===== config.mk =====
export PLATFORM = sky130hd
export DESIGN_NAME = cancellable_timer_event_queue_unit
export DESIGN_NICKNAME = d
export VERILOG_FILES = /design/src/hw/rtl/ctq_pkg.sv /design/src/hw/rtl/cancellable_timer_event_queue_unit.sv /design/src/hw/rtl/ctq_front.sv /design/src/hw/rtl/ctq_back.sv /design/src/hw/rtl/ctq_result_fifo.sv
export SDC_FILE = /design/constraint.sdc
export NUM_CORES = 2
export LEC_CHECK = 0
export BUFFER_PORTS_ARGS = -buffer_cell sky130_fd_sc_hd__buf_4
export CAP_MARGIN = 15
export CORE_UTILIZATION = 40
export DETAILED_ROUTE_END_ITERATION = 6
export SLEW_MARGIN = 10
export SYNTH_ARGS = -nofsm -noshare
export SYNTH_HDL_FRONTEND = slang
export SYNTH_SLANG_ARGS = --single-unit
export TNS_END_PERCENT = 30

===== constraint.sdc =====
create_clock -name i_clk -period 31 [get_ports i_clk]
set_input_delay 3.1 -clock i_clk [delete_from_list [all_inputs] [get_ports i_clk]]
set_output_delay 3.1 -clock i_clk [all_outputs]
set_load 0.05 [all_outputs]

===== src/hw/rtl/ctq_pkg.sv =====
// Shared types and constants of the cancellable timer event queue.
// Depends on nothing; every other file of the block imports it.
`timescale 1ns / 1ps

package ctq_pkg;

    localparam int QUEUE_DEPTH = 16;
    localparam int SLOT_W      = $clog2(QUEUE_DEPTH);

    localparam logic [31:0] ID_WRAP = 32'hFFFF_FFFF;

    // Request codes carried on the opcode field.
    typedef enum logic [1:0] {
        OP_ADD    = 2'd0,
        OP_CANCEL = 2'd1,
        OP_TICK   = 2'd2,
        OP_FLUSH  = 2'd3
    } t_op;

    // Result kinds.
    localparam logic [1:0] KIND_ADD    = 2'd0;
    localparam logic [1:0] KIND_CANCEL = 2'd1;
    localparam logic [1:0] KIND_FIRE   = 2'd2;

    // A classified request as it travels from the front to the back.
    typedef struct packed {
        t_op         op;
        logic [47:0] deadline;
        logic [31:0] event_id;
        logic [31:0] task_tag;
        logic [47:0] now_time;
    } t_cmd;

    // One result as it waits in the output queue.
    typedef struct packed {
        logic [1:0]  kind;
        logic [31:0] id;
        logic [31:0] tag;
        logic        ok;
        logic        last;
    } t_result;

endpackage


===== src/hw/rtl/cancellable_timer_event_queue_unit.sv =====
// Top level of the cancellable timer event queue: front, back and output queue.
// Depends on ctq_pkg, ctq_front, ctq_back and ctq_result_fifo.
//
// Channel   | Handshake            | Payload
// request   | push / full          | i_opcode, i_deadline, i_event_id, i_task_tag, i_now_time
// result    | empty / pop          | o_kind, o_id_out, o_tag_out, o_ok, o_last
// config    | i_cfg_we             | i_cfg_wdata (running)
//
// Add, cancel and flush are handled in the back end's idle state. A tick runs one scan
// per expired entry popped plus a final empty scan: the back end walks the 16 deadline
// slots one per cycle to find the earliest expired entry.
// Reset is synchronous and clears the slot marks, the id counter and both queues.
// The request queue holds two requests; the back end waits while the result queue
// is full.
`timescale 1ns / 1ps

module cancellable_timer_event_queue_unit (
    input  logic        i_clk,
    input  logic        i_rst_n,
    input  logic        push,
    output logic        full,
    input  logic [1:0]  i_opcode,
    input  logic [47:0] i_deadline,
    input  logic [31:0] i_event_id,
    input  logic [31:0] i_task_tag,
    input  logic [47:0] i_now_time,
    output logic        empty,
    input  logic        pop,
    output logic [1:0]  o_kind,
    output logic [31:0] o_id_out,
    output logic [31:0] o_tag_out,
    output logic        o_ok,
    output logic        o_last,
    input  logic        i_cfg_we,
    input  logic        i_cfg_wdata
);
    import ctq_pkg::*;

    logic    r_running;
    logic    w_valid;
    t_cmd    w_cmd;
    logic    w_take;
    logic    w_res_push;
    t_result w_res_in;
    logic    w_res_full;
    t_result w_res_out;

    // Running register.
    always_ff @(posedge i_clk) begin
        if (!i_rst_n) begin
            r_running <= 1'b0;
        end else if (i_cfg_we) begin
            r_running <= i_cfg_wdata;
        end
    end

    ctq_front u_front (
        .i_clk      (i_clk),
        .i_rst_n    (i_rst_n),
        .i_push     (push),
        .o_full     (full),
        .i_opcode   (i_opcode),
        .i_deadline (i_deadline),
        .i_event_id (i_event_id),
        .i_task_tag (i_task_tag),
        .i_now_time (i_now_time),
        .o_valid    (w_valid),
        .o_cmd      (w_cmd),
        .i_take     (w_take)
    );

    ctq_back u_back (
        .i_clk      (i_clk),
        .i_rst_n    (i_rst_n),
        .i_running  (r_running),
        .i_valid    (w_valid),
        .i_cmd      (w_cmd),
        .o_take     (w_take),
        .o_res_push (w_res_push),
        .o_res      (w_res_in),
        .i_res_full (w_res_full)
    );

    ctq_result_fifo u_out (
        .i_clk   (i_clk),
        .i_rst_n (i_rst_n),
        .i_push  (w_res_push),
        .i_res   (w_res_in),
        .o_full  (w_res_full),
        .o_empty (empty),
        .o_res   (w_res_out),
        .i_pop   (pop)
    );

    assign o_kind    = w_res_out.kind;
    assign o_id_out  = w_res_out.id;
    assign o_tag_out = w_res_out.tag;
    assign o_ok      = w_res_out.ok;
    assign o_last    = w_res_out.last;

endmodule


===== src/hw/rtl/ctq_front.sv =====
// Front end: a two-entry request queue that decodes the opcode of each request.
// Depends on ctq_pkg.
`timescale 1ns / 1ps

module ctq_front (
    input  logic               i_clk,
    input  logic               i_rst_n,
    input  logic               i_push,
    output logic               o_full,
    input  logic [1:0]         i_opcode,
    input  logic [47:0]        i_deadline,
    input  logic [31:0]        i_event_id,
    input  logic [31:0]        i_task_tag,
    input  logic [47:0]        i_now_time,
    output logic               o_valid,
    output ctq_pkg::t_cmd      o_cmd,
    input  logic               i_take
);
    import ctq_pkg::*;

    t_cmd       r_mem [2];
    logic       r_wr;
    logic       r_rd;
    logic [1:0] r_count;
    logic       w_push;
    logic       w_pop;
    t_cmd       w_in;

    // Classify the incoming request.
    always_comb begin
        w_in.op       = t_op'(i_opcode);
        w_in.deadline = i_deadline;
        w_in.event_id = i_event_id;
        w_in.task_tag = i_task_tag;
        w_in.now_time = i_now_time;
    end

    assign o_full  = (r_count == 2'd2);
    assign o_valid = (r_count != 2'd0);
    assign o_cmd   = r_mem[r_rd];
    assign w_push  = i_push && !o_full;
    assign w_pop   = i_take && o_valid;

    // Pointers and fill count.
    always_ff @(posedge i_clk) begin
        if (!i_rst_n) begin
            r_wr    <= 1'b0;
            r_rd    <= 1'b0;
            r_count <= 2'd0;
        end else begin
            if (w_push) r_wr <= ~r_wr;
            if (w_pop)  r_rd <= ~r_rd;
            r_count <= r_count + {1'b0, w_push} - {1'b0, w_pop};
        end
    end

    // Storage.
    always_ff @(posedge i_clk) begin
        if (w_push) r_mem[r_wr] <= w_in;
    end

endmodule


===== src/hw/rtl/ctq_back.sv =====
// Back end: holds the event slots and carries out add, cancel, tick and flush.
// Depends on ctq_pkg.
`timescale 1ns / 1ps

module ctq_back (
    input  logic               i_clk,
    input  logic               i_rst_n,
    input  logic               i_running,
    input  logic               i_valid,
    input  ctq_pkg::t_cmd      i_cmd,
    output logic               o_take,
    output logic               o_res_push,
    output ctq_pkg::t_result   o_res,
    input  logic               i_res_full
);
    import ctq_pkg::*;

    typedef enum logic [1:0] {
        S_IDLE,
        S_SCAN,
        S_POP,
        S_DONE
    } t_state;

    t_state                 r_state;
    logic [47:0]            r_dl    [QUEUE_DEPTH];
    logic [31:0]            r_ident [QUEUE_DEPTH];
    logic [31:0]            r_tag   [QUEUE_DEPTH];
    logic [QUEUE_DEPTH-1:0] r_used;
    logic [QUEUE_DEPTH-1:0] r_live;
    logic [31:0]            r_id_cnt;
    logic [47:0]            r_now;
    logic [SLOT_W-1:0]      r_idx;
    logic                   r_best_v;
    logic [SLOT_W-1:0]      r_best;
    logic [47:0]            r_best_dl;
    logic                   r_pend_v;
    t_result                r_pend;

    logic [31:0]            w_key;
    logic [QUEUE_DEPTH-1:0] w_match;
    logic                   w_free_v;
    logic [SLOT_W-1:0]      w_free;
    logic                   w_cand;
    logic                   w_fire_live;
    logic [31:0]            w_new_id;
    logic                   w_add_ok;
    logic [31:0]            w_add_id;

    // Id compare against every slot: the cancel id, or the id of the popped slot.
    assign w_key = (r_state == S_POP) ? r_ident[r_best] : i_cmd.event_id;
    always_comb begin
        for (int i = 0; i < QUEUE_DEPTH; i++) begin
            w_match[i] = r_used[i] && (r_ident[i] == w_key);
        end
    end

    // Lowest free slot.
    always_comb begin
        w_free_v = 1'b0;
        w_free   = '0;
        for (int i = QUEUE_DEPTH - 1; i >= 0; i--) begin
            if (!r_used[i]) begin
                w_free_v = 1'b1;
                w_free   = SLOT_W'(i);
            end
        end
    end

    // Scan step: is the slot under the index an earlier expired entry?
    assign w_cand = r_used[r_idx] && (r_dl[r_idx] <= r_now)
                    && (!r_best_v || (r_dl[r_idx] < r_best_dl));

    assign w_fire_live = |(w_match & r_live);
    assign w_new_id    = (r_id_cnt == ID_WRAP) ? 32'd1 : r_id_cnt + 32'd1;
    assign w_add_ok    = i_running && w_free_v;
    assign w_add_id    = (w_add_ok && (i_cmd.event_id == 32'd0)) ? w_new_id
                                                                 : i_cmd.event_id;

    // Request take and result push.
    always_comb begin
        o_take     = 1'b0;
        o_res_push = 1'b0;
        o_res      = r_pend;
        case (r_state)
            S_IDLE: begin
                if (i_valid) begin
                    case (i_cmd.op)
                        OP_ADD: begin
                            o_take     = !i_res_full;
                            o_res_push = !i_res_full;
                            o_res      = '{kind: KIND_ADD, id: w_add_id, tag: 32'd0,
                                           ok: w_add_ok, last: 1'b1};
                        end
                        OP_CANCEL: begin
                            o_take     = !i_res_full;
                            o_res_push = !i_res_full;
                            o_res      = '{kind: KIND_CANCEL, id: i_cmd.event_id,
                                           tag: 32'd0,
                                           ok: (i_cmd.event_id != 32'd0) && w_fire_live,
                                           last: 1'b1};
                        end
                        default: o_take = 1'b1;
                    endcase
                end
            end
            S_POP: begin
                o_res_push = !i_res_full && w_fire_live && r_pend_v;
            end
            S_DONE: begin
                o_res_push = r_pend_v && !i_res_full;
                o_res.last = 1'b1;
            end
            default: ;
        endcase
    end

    // Sequencer and slot state.
    always_ff @(posedge i_clk) begin
        if (!i_rst_n) begin
            r_state  <= S_IDLE;
            r_used   <= '0;
            r_live   <= '0;
            r_id_cnt <= 32'd0;
            r_best_v <= 1'b0;
            r_pend_v <= 1'b0;
            r_idx    <= '0;
        end else begin
            case (r_state)
                S_IDLE: begin
                    if (i_valid) begin
                        case (i_cmd.op)
                            OP_ADD: begin
                                if (!i_res_full && w_add_ok) begin
                                    if (i_cmd.event_id == 32'd0) r_id_cnt <= w_new_id;
                                    r_used[w_free]  <= 1'b1;
                                    r_live[w_free]  <= 1'b1;
                                    r_dl[w_free]    <= i_cmd.deadline;
                                    r_ident[w_free] <= w_add_id;
                                    r_tag[w_free]   <= i_cmd.task_tag;
                                end
                            end
                            OP_CANCEL: begin
                                if (!i_res_full && (i_cmd.event_id != 32'd0)) begin
                                    r_live <= r_live & ~w_match;
                                end
                            end
                            OP_TICK: begin
                                if (i_running) begin
                                    r_now    <= i_cmd.now_time;
                                    r_idx    <= '0;
                                    r_best_v <= 1'b0;
                                    r_pend_v <= 1'b0;
                                    r_state  <= S_SCAN;
                                end
                            end
                            default: begin
                                r_used <= '0;
                                r_live <= '0;
                            end
                        endcase
                    end
                end
                S_SCAN: begin
                    if (w_cand) begin
                        r_best_v  <= 1'b1;
                        r_best    <= r_idx;
                        r_best_dl <= r_dl[r_idx];
                    end
                    r_idx <= r_idx + 1'b1;
                    if (r_idx == SLOT_W'(QUEUE_DEPTH - 1)) begin
                        r_state <= (w_cand || r_best_v) ? S_POP : S_DONE;
                    end
                end
                S_POP: begin
                    if (!i_res_full) begin
                        if (w_fire_live) begin
                            r_pend_v <= 1'b1;
                            r_pend   <= '{kind: KIND_FIRE, id: r_ident[r_best],
                                          tag: r_tag[r_best], ok: 1'b1, last: 1'b0};
                        end
                        r_live         <= r_live & ~w_match & ~(QUEUE_DEPTH'(1) << r_best);
                        r_used[r_best] <= 1'b0;
                        r_idx          <= '0;
                        r_best_v       <= 1'b0;
                        r_state        <= S_SCAN;
                    end
                end
                S_DONE: begin
                    if (!r_pend_v || !i_res_full) begin
                        r_pend_v <= 1'b0;
                        r_state  <= S_IDLE;
                    end
                end
                default: r_state <= S_IDLE;
            endcase
        end
    end

endmodule


===== src/hw/rtl/ctq_result_fifo.sv =====
// Output queue of four results between the back end and the result ports.
// Depends on ctq_pkg.
`timescale 1ns / 1ps

module ctq_result_fifo (
    input  logic               i_clk,
    input  logic               i_rst_n,
    input  logic               i_push,
    input  ctq_pkg::t_result   i_res,
    output logic               o_full,
    output logic               o_empty,
    output ctq_pkg::t_result   o_res,
    input  logic               i_pop
);
    import ctq_pkg::*;

    t_result    r_mem [4];
    logic [1:0] r_wr;
    logic [1:0] r_rd;
    logic [2:0] r_count;
    logic       w_push;
    logic       w_pop;

    assign o_full  = (r_count == 3'd4);
    assign o_empty = (r_count == 3'd0);
    assign o_res   = r_mem[r_rd];
    assign w_push  = i_push && !o_full;
    assign w_pop   = i_pop && !o_empty;

    // Pointers and fill count.
    always_ff @(posedge i_clk) begin
        if (!i_rst_n) begin
            r_wr    <= 2'd0;
            r_rd    <= 2'd0;
            r_count <= 3'd0;
        end else begin
            if (w_push) r_wr <= r_wr + 2'd1;
            if (w_pop)  r_rd <= r_rd + 2'd1;
            r_count <= r_count + {2'b0, w_push} - {2'b0, w_pop};
        end
    end

    // Storage.
    always_ff @(posedge i_clk) begin
        if (w_push) r_mem[r_wr] <= i_res;
    end

endmodule


# Word level (Yosys, flattened, before mapping)
# Memory sizes are Yosys's and may differ from the RTL's. A register that Yosys moved wholly into a read port is not among the register bits.
# Index checks and enable logic that the tools add are counted.
# word_totals
elab_cells	252
memories	5
latchBits	0
input_bits	168
reg_bits	216
ram_bits	2388
romBits	0
# op_classes
bitwise_logic	12
multipliers	0
n_eq_ne	37
n_addsub	8
reduce_logical	62
div	0
mux	102
shift	1
order_cmp	7
# mem_list
name	words	width	rd	rd_clocked_by_memory_dff	wr	line_no	source
u_back.r_dl	16	48	1	1	1	ctq_back.sv:26	logic [47:0] r_dl [QUEUE_DEPTH];
u_back.r_ident	16	32	17	1	1	ctq_back.sv:27	logic [31:0] r_ident [QUEUE_DEPTH];
u_back.r_tag	16	32	1	1	1	ctq_back.sv:28	logic [31:0] r_tag [QUEUE_DEPTH];
u_front.r_mem	2	162	1	1	1	ctq_front.sv:21	t_cmd r_mem [2];
u_out.r_mem	4	68	1	1	1	ctq_result_fifo.sv:17	t_result r_mem [4];
# ops
operator	n
$eq 32x32->1	16
$pmux 68 s2	1
$mux 16	7
$mux 32	3
$pmux 16 s2	3
$mux 4	23
$mux 68	1
$mux 67	1
$and 16x16->16	4
$le 48x48->1	1
$lt 48x48->1	1
$not 16->16	3
$pmux 16 s3	1
$mux 1	45
$add 32x1->32 const B	1
$eq 32x32->1 const B	1
$logic_and 1x1->1	32
$logic_not 32->1	1
$or 16x16->16	2
$reduce_bool 32->1	1
$reduce_and 5->1	4
$reduce_and 6->1	3
$mux 2	8
$reduce_or 16->1	1
other kinds (33)	65

# Longest topological paths before layout
# logic_depth
ltp_word	25
mapped_depth	26
depth_no_buf	20

# Cells and area by module
# Synthesis repeated with hierarchy kept, for this count alone.
# unflattened
cells_unflattened	7043
hier_area_um2	117024.7
# by_module_without_submodules
mod	instances	area_each_um2	cells_per_inst	seq_area_each_um2
ctq_back	1	94435.6	6104	60337.9
ctq_front	1	12240.5	530	9829.4
ctq_result_fifo	1	10312.4	406	8348.0
cancellable_timer_event_queue_unit	1	36.3	3	20.0

# Least setup slack after synthesis
# Ideal clock, no wire load.
# synth_timing
kind	input to register
startpoint	in i_rst_n
endpoint	mem u_back.r_dl[0][0], enable pin
setup_time_ns	0.720
slack_ns	18.739
t_required_ns	30.280
cell_stages	4
t_arrival_ns	11.541
cell_sequence	clkbuf_1 -> nand4_1 -> clkbuf_1 -> nor3_1
# synth_between
elab_chain_len	2
# synth_rtl
element	line_no	source
start: declaration	cancellable_timer_event_queue_unit.sv:19	input logic i_rst_n,
$mux 1	ctq_back.sv:120	if (!i_rst_n) begin
$mux 1 (not written as such)	ctq_back.sv:138	r_dl[w_free] <= i_cmd.deadline;
end: declaration	ctq_back.sv:26	
# No other way between the ends.

==> metrics.md <==
| Metric | Value |
|---|---|
| Detailed-placement wirelength estimate | `~240000 µm` |
| Initial Utilization | `around two fifths` |
| Maxcap violations | `0` |
| Max Fclk | `between 0.1 and 0.15 GHz` |
| Gp weighted congestion | `between 1 and 1.5` |
| Crit-path cells | `buf_4 > buf_4 > nor2_2 > buf_4 > a22oi_1 > nand4_1 > and2_1 > xnor2_1 > or4_1 > or4_1 > nor4_1 > a2111o_1 > a2111o_1 > a41o_1 > and2_4 > buf_4` |
| Largest net degree at the start of global routing | `around 130` |
| Critical Path RT | `about 31 ns` |
| Setup_tns | `0 ns` |
| Root buf cell | `clkbuf_16` |
| Top-area cell type share of the netlist area | `68.9%` |
| Register area | `between 0.07 and 0.08 mm²` |
| # setup viols final | `0` |
| Synth top area cells | `edfxtp_1, mux4_2, mux2i_1` |
| Final hold violation count | `0` |
| WP buf/inv | `4` |
| Setup bufs post-CTS | `0` |
| Max IR drop VDD | `about 0.057 mV` |
| Clk buf depth | `4` |
| Cell Rows | `just under 200` |
| Crit path launch type | `flip-flop` |
| Die Wd | `between 500 and 600 µm` |
| Critical-path top delay cell | `nor4_1` |
| Core region area | `about 0.28 mm²` |
| Global-route wire length before repair | `about 500000 µm` |
| Top_reg_cell synth | `edfxtp_1` |
| Area Growth Syn to Fin | `14.5%` |
| Violated checks | `design-rule violations` |
| Starting DRC count in detailed routing | `between 8000 and 9000` |
| Vias in the first global route | `slightly above 60000` |
| Leakage power | `roughly 41 nW` |
| Register area share after synthesis | `a little over two thirds` |
| Die area | `0.280 mm²` |
| Ratio of cells with drive above 1 in the final layout | `between 20% and 30%` |
| Number of synthesized register bits | `about 2600` |
| Num CTS Buffers | `292` |
| Clock slew at reported path FFs | `approximately 0.06 ns` |
| CTS tree | `built` |
| Routed length per instance | `between 30 and 40 µm` |
| DRC | `7` |
| CTS resizes | `0` |
| PwrDens | `between 70 and 80 mW/mm²` |
| Max incr delay on CP | `0.91 ns` |
| Clk_lat worst skew | `0.89 ns` |
| WL final | `~370000 µm` |
| Yosys warning count | `0` |
| Die height | `529 µm` |
| Worst hold path class | `reg -> reg` |
| Total GRT Usage | `between 20% and 30%` |
| Total power draw | `~9.5 mW` |
| Top cell family by delay on the critical path | `simple AND/OR/NAND/NOR gates` |
| Most used cell, CP | `buf_4` |
| CTS H-tree depth | `5` |
| Slew Limit Fails | `0` |
| Post-synth net total | `~6500` |
| First drt pass iteration count | `7` |
| # hold bufs at CTS | `0` |
| Via-to-Cell Ratio | `6.01` |
| Slew @ Worst Pin | `roughly 1.3 ns` |
| Worst setup EP type | `flip-flop` |
| WS Path Type | `reg -> reg` |
| Synthesized cell area | `approximately 0.11 mm²` |
| RSZ-0062 raised after global routing | `false` |
| Biggest area consumer among synthesized cells | `edfxtp_1` |
| Min Clock Period, post-route | `around 8.5 ns` |
| Area occupied by multi-input gates | `approximately 0.031 mm²` |
| Post-synth EDFFs | `between 2000 and 3000` |
| Core Util, Final | `~46%` |
| Most common cell in the synthesized netlist | `edfxtp_1` |
| CP max FO | `a little under 50` |
| Final worst-path cycle share | `between 20% and 30%` |
| Grt total ovfl | `0` |
| Antenna viol nets, final | `0` |
| Clk sinks | `2647` |
| Slew headroom | `9.49%` |
| Top post-synthesis cells by count | `edfxtp_1, mux4_2, xnor2_1` |
| DR vias | `between 60000 and 70000` |
| Run status | `complete, but fails checks` |
| Synth Instances | `6224` |
| Yosys cell types | `between 90 and 100` |
| Asr flop ratio synth | `0%` |
| Worst Clk Skew | `0.0607 ns` |
| Syn avg cell area | `between 15 and 20 µm²` |
| NumNets Final | `6938` |
| Worst EP arrival | `between 8 and 9 ns` |
| Initial antenna violation count | `23` |
| I/O Buffers | `approximately 240` |
| FILL cells | `23400` |
| IO Count | `about 240` |
[worst register-to-register path, cell delays in order, from the launching register on]
cell	delay [ns]
dfxtp_4	0.81
buf_4	0.68
buf_4	0.67
nor2_2	0.35
buf_4	0.33
a22oi_1	0.21
nand4_1	0.17
and2_1	0.48
xnor2_1	0.23
or4_1	0.55
or4_1	0.53
nor4_1	0.92
a2111o_1	0.32
a2111o_1	0.19
a41o_1	0.45
and2_4	0.44
buf_4	0.70
[flip-flops by register name, summed over array words and instances (netlist names), 2 cells and up, named ones only]
| name | flops |
|---|---|
| u_back.r_dl | 768 |
| u_back.r_idx | 4 |
| u_back.r_ident | 512 |
| u_out.r_count | 3 |
| u_out.r_mem | 272 |
| u_back.r_best | 4 |
| u_back.r_live | 16 |
| u_back.r_tag | 512 |
| u_front.r_mem | 324 |
| u_back.r_id_cnt | 32 |
| u_front.r_count | 2 |
| u_back.r_used | 16 |
| u_out.r_wr | 2 |
| u_back.r_pend | 64 |
| u_back.r_state | 2 |
| u_back.r_now | 48 |
| u_back.r_best_dl | 48 |
| u_out.r_rd | 2 |
[layer usage]
layer	GRT usage (%)	share of wire, %	up-vias
li1	-	-	25800
met1	35.2	40	33300
met2	39.4	45	3606
met3	6.65	9.9	907
met4	12.8	5.7	6
met5	0	0.0081	-
[power breakdown]
part / switching [mW] / internal (mW)
Clock: 1.43 / 2.00
Combinational: 1.27 / 0.470
Sequential: 0.0419 / 4.27
[cell families after synthesis]
group	synth area share, %
fa+ha+maj	1.29
simple gates	4.10
xor+xnor	3.84
compound gates	4.53
flops	70.6
mux	13.6
buf+inv	2.03
[final cells by class]
type / count / share of cell area [%]
Sequential cell: 2647 / 61.7
Multi-Input combinational cell: 3115 / 24.2
Clock buffer: 359 / 6.10
Tap cell: 3705 / 3.64
Timing Repair Buffer: 446 / 2.68
Clock inverter: 157 / 1.23
Inverter: 154 / 0.454
Antenna cell: 10 / 0.0196
[final timing paths]
check                                                 startpoint                          endpoint  slack [ns]  cells past startpoint
worst max-delay path                                   flip-flop      u_out.r_mem[0][14]$_DFFE_PP_       22.53                     16
worst min register to register  u_back.r_id_cnt[13]$_SDFFE_PN0P_  u_back.r_id_cnt[13]$_SDFFE_PN0P_        0.50                      2
worst max register to register                         flip-flop      u_out.r_mem[0][14]$_DFFE_PP_       22.53                     16
worst min-delay path            u_back.r_id_cnt[13]$_SDFFE_PN0P_  u_back.r_id_cnt[13]$_SDFFE_PN0P_        0.50                      2
[through the flow]
stage          setup WS [ns]  cells  cell area, µm²  hold WS, ns
3_5_place_dp           22.52  10100          118000        0.482
2_1_floorplan          18.74   6224          111000        0.406
5_1_grt                22.40  10600          127000        0.512
3_3_place_gp           22.36  10100          118000        0.472
6_report               22.53  10600          127000        0.495
4_1_cts                22.50  10600          127000        0.491
[placed cells by master, fill, tap and decap left out, types with 57 or more instances in the layout]
master,instances
clkbuf_16,299
a21oi_1,151
edfxtp_1,2552
ha_1,111
xor2_1,192
mux4_2,484
mux2i_1,256
dfxtp_1,86
xnor2_1,296
nand3_1,69
a22oi_1,62
buf_4,439
inv_1,150
nand2_1,237
nand4_1,109
mux2_2,147
nor2_1,160
and2_1,57
o21ai_0,124
No activity file was read; power rests on OpenSTA's default activity.
